==> src/wea_ram.sv <==
// generic single write, single read ram with registered read data
// no dependencies
`default_nettype none

module wea_ram #(
    parameter int WIDTH = 8,
    parameter int DEPTH = 64
) (
    input  wire logic                                      i_clk,
    input  wire logic                                      i_wr_en,
    input  wire logic [((DEPTH > 1) ? $clog2(DEPTH) : 1)-1:0] i_wr_addr,
    input  wire logic [WIDTH-1:0]                          i_wr_data,
    input  wire logic [((DEPTH > 1) ? $clog2(DEPTH) : 1)-1:0] i_rd_addr,
    output      logic [WIDTH-1:0]                          o_rd_data
);

    logic [WIDTH-1:0] r_mem [DEPTH];

    always_ff @(posedge i_clk) begin
        if (i_wr_en) begin
            r_mem[i_wr_addr] <= i_wr_data;
        end
        o_rd_data <= r_mem[i_rd_addr];
    end

endmodule

`default_nettype wire
==> config.mk <==
export PLATFORM = sky130hd
export DESIGN_NAME = wea_ram
export DESIGN_NICKNAME = d
export VERILOG_FILES = /design/src/wea_ram.sv
export SDC_FILE = /design/constraint.sdc
export NUM_CORES = 1
export LEC_CHECK = 0
export BUFFER_PORTS_ARGS = -buffer_cell sky130_fd_sc_hd__clkbuf_2
export CAP_MARGIN = 20
export CORE_MARGIN = 3
export CORE_UTILIZATION = 55
export DETAILED_ROUTE_END_ITERATION = 16
export PLACE_DENSITY = 0.81
export RECOVER_POWER = 50
export SYNTH_ARGS = -nofsm -noshare
export SYNTH_HDL_FRONTEND = slang
export SYNTH_SLANG_ARGS = --single-unit
export TNS_END_PERCENT = 5
==> constraint.sdc <==
create_clock -name i_clk -period 2.31 [get_ports i_clk]
set_input_delay 0.1155 -clock i_clk [delete_from_list [all_inputs] [get_ports i_clk]]
set_output_delay 0.1155 -clock i_clk [all_outputs]
set_load 0.01 [all_outputs]
==> summary.md <==
| Metric | Value |
|---|---|
| Maximum VDD drop | `about 670 uV` |
| Routed Antenna Nets | `0` |
| Share of cells above drive strength 1 | `32.3%` |
| Vias in the first global route | `10,600` |
| Sw frac | `between 20% and 30%` |
| Post-synth EDFFs | `between 500 and 600` |
| Critical Path AT | `between 2 and 2.5 ns` |
| Yosys top cell by area | `edfxtp_1` |
| CP cell instances | `mux4_2, nor2b_1, a2111oi_0, buf_4, o41ai_1` |
| Slowest CP cell | `a2111oi_0` |
| Fillers | `about 2,200` |
| Root buf cell | `clkbuf_16` |
| Post-synth cell types | `40` |
| Minimum clock period | `between 2 and 2.5 ns` |
| Final Hold Viols | `0` |
| DRC | `0` |
| Post-DR wirelength/cell | `between 20 and 30 um` |
| Clk slew on worst S/H paths | `~0.070 ns` |
| Max-Cap Viols | `2` |
| Synth top area cells | `edfxtp_1 (76%), mux4_2 (14%), nor2_1 (1.5%)` |
| Final setup fails | `0` |
| Clock sink count | `520` |
| Clk buf depth | `3` |
| Post_cts resized | `0` |
| Skew final | `roughly 0.016 ns` |
| Row Count | `between 60 and 70` |
| Relative slew slack | `-37.7%` |
| LEAKAGE | `between 7 and 8 nW` |
| Hold wc startpoint | `i_wr_addr[2]` |
| Final period util | `roughly 89%` |
| Post-Route WL | `about 46,000 um` |
| Crit path capture type | `flop` |
| CTS Hold Bufs | `0` |
| Psw | `4.05 mW` |
| Internal | `about 16 mW` |
| Syn Nets | `between 900 and 1,000` |
| Final setup TNS | `0 ns` |
| Aggregate global routing overflow | `0` |
| GRT Total Usage | `around a quarter` |
| Routability cong. | `around 0.9` |
| WHS | `0.0418 ns` |
| Largest net degree at the start of global routing | `between 60 and 70` |
| H-tree depth reported by CTS | `2` |
| Worst Setup Start Kind | `flop` |
| Io pins | `30` |
| Fmax | `486 MHz` |
| Status | `complete, but fails checks` |
| Power Total | `20.0 mW` |
| Slew @ Worst Pin | `2.06 ns` |
| CTS tree | `built` |
| Drt via density | `about 6.5` |
| PD cells | `858 mW/mm^2` |
| First-pass GRT wire length | `roughly 70,000 um` |
| Sequential power share | `around 52%` |
| DIE AREA | `just under 0.04 sq mm` |
| Final slew viol count | `83` |
| Vias post-DR | `10,500` |
| Core area | `roughly 0.036 sq mm` |
| Area grow syn2layout | `15.9%` |
| DR iter-0 viols | `1,565` |
| Worst hold-check path type | `input port to flop` |
| Seq/Total Area, Yosys | `77.0%` |
| Final nets | `1,124` |
| Pre-Repair DR Iteration Count | `5` |
| Commonest non-fill, non-tap cell in the layout | `edfxtp_1` |
| Worst-path maximum fanout | `1` |
| Die W | `about 200 um` |
| Port Buf Inserts | `29` |
| Most frequent cells in the layout | `edfxtp_1 (512), mux4_2 (126), buf_4 (116)` |
| Top_reg_cell synth | `edfxtp_1` |
| FF-to-FF Start | `r_mem[1][5]` |
| HPWL Detailed | `approximately 29,000 um` |
| RSZ-0062 raised after global routing | `false` |
| Post-CTS setup buffers | `0` |
| Synth Register Bits | `520` |
| Initial Utilization | `56.3%` |
| Die H | `around 200 um` |
| Initial antenna violation count | `0` |
| Clock Latency Late Sink | `0.56 ns` |
| Setup crit start | `r_mem[1][5]` |
| Req. time, crit path | `~2.7 ns` |
| Avg Synthesized Cell Area | `approximately 21 sq um` |
| Mapped cell area | `0.0202 sq mm` |
| Post-synth ARST share | `0%` |
| Clock power share | `42.5%` |
| Num CTS Buffers | `50` |
| Critical path class | `flop to flop` |
| Comb pwr share | `5.1%` |
| N_diodes | `0` |
| Post-synth top area share | `76.2%` |
| Mapped Cells | `between 900 and 1,000` |
| Yosys warns | `0` |
| Max stage delay on crit path | `between 0.6 and 0.7 ns` |
| Failing checks | `max-capacitance violations, max-slew violations` |
-- kinds of logic after synthesis --
group,Yosys count,synth area share [%]
buffers and inverters,51,1.57
AOI/OAI and AO/OA,54,2.07
DFF,520,77.0
muxes,162,15.9
and+or+nand+nor,153,3.39
-- final timing paths --
| kind | cells past startpoint | to | slack (ns) |
|---|---|---|---|
| worst max-delay path | 5 | o_rd_data[5] | 0.25 |
| worst min-delay path | 2 | r_mem[49][7] | 0.04 |
| worst max register to register | 5 | o_rd_data[5] | 0.25 |
| worst min register to register | 3 | o_rd_data[4] | 0.89 |
-- sequential cells by signal, indices dropped and copies added, names as in the netlist --
name,flops
o_rd_data,8
r_mem,512
-- layout make-up --
class | count | area (sq um) | share of cell area [%]
multi-input combinational | 369 | 4320 | 18.5
sequential | 520 | 15500 | 66.5
timing repair buffer | 161 | 1200 | 5.14
tap | 461 | 577 | 2.47
clock inverter | 25 | 313 | 1.34
clock buffer | 67 | 1430 | 6.11
-- worst max-delay path, delay by kind of cell (launching register included) --
family | cells | cell delay, ns
DFF | 1 | 0.37
muxes | 1 | 0.45
buffers and inverters | 1 | 0.22
and+or+nand+nor | 1 | 0.15
AOI/OAI and AO/OA | 2 | 0.75
-- metrics by stage --
| step | utilization [%] | area [sq um] | worst slack, ns | cells |
|---|---|---|---|---|
| 2_1_floorplan | - | 20200 | 0.527 | 940 |
| 3_3_place_gp | 60.4 | 21700 | 0.0327 | 1510 |
| 3_5_place_dp | 60.4 | 21700 | 0.0409 | 1510 |
| 4_1_cts | 65.3 | 23400 | 0.248 | 1602 |
| 5_1_grt | 65.2 | 23400 | 0.181 | 1603 |
| 6_report | 65.2 | 23400 | 0.254 | 1603 |
-- cell usage after synthesis (3+ instances only) --
master	n
clkbuf_1	17
buf_1	4
nor2_1	83
nand2b_1	7
nor2b_1	14
o221ai_1	8
buf_6	4
a221oi_1	6
o2bb2ai_1	3
mux2_2	13
buf_2	11
mux2i_1	23
a21oi_1	3
buf_4	13
a211oi_1	4
o22ai_1	8
mux4_2	126
nor3_1	7
edfxtp_1	512
nand2_1	19
nand3b_1	3
o2111ai_1	3
nand3_1	13
dfxtp_1	8
a22oi_1	3
-- per-layer routing --
metal	routed length, um	part of all wire (%)	GRT usage (%)
met5	0	0	0
met2	23300	50	39.9
met1	17700	38	34.4
met3	3930	8.5	4.04
met4	1530	3.3	8.08
-- power groups by stage --
| stage | Sequential [mW] | Combinational, mW | Clock [mW] |
|---|---|---|---|
| final | 10.5 | 1.03 | 8.52 |
| after global routing | 10.5 | 1.09 | 8.97 |
| after CTS | 10.5 | 1.03 | 8.61 |
| after detailed placement | 10.7 | 1.02 | 0 |
| after global placement | 10.7 | 0.986 | 0 |
| after floorplan | 10.7 | 0.557 | 0 |
Note: power is estimated with default switching activity, not from simulation.
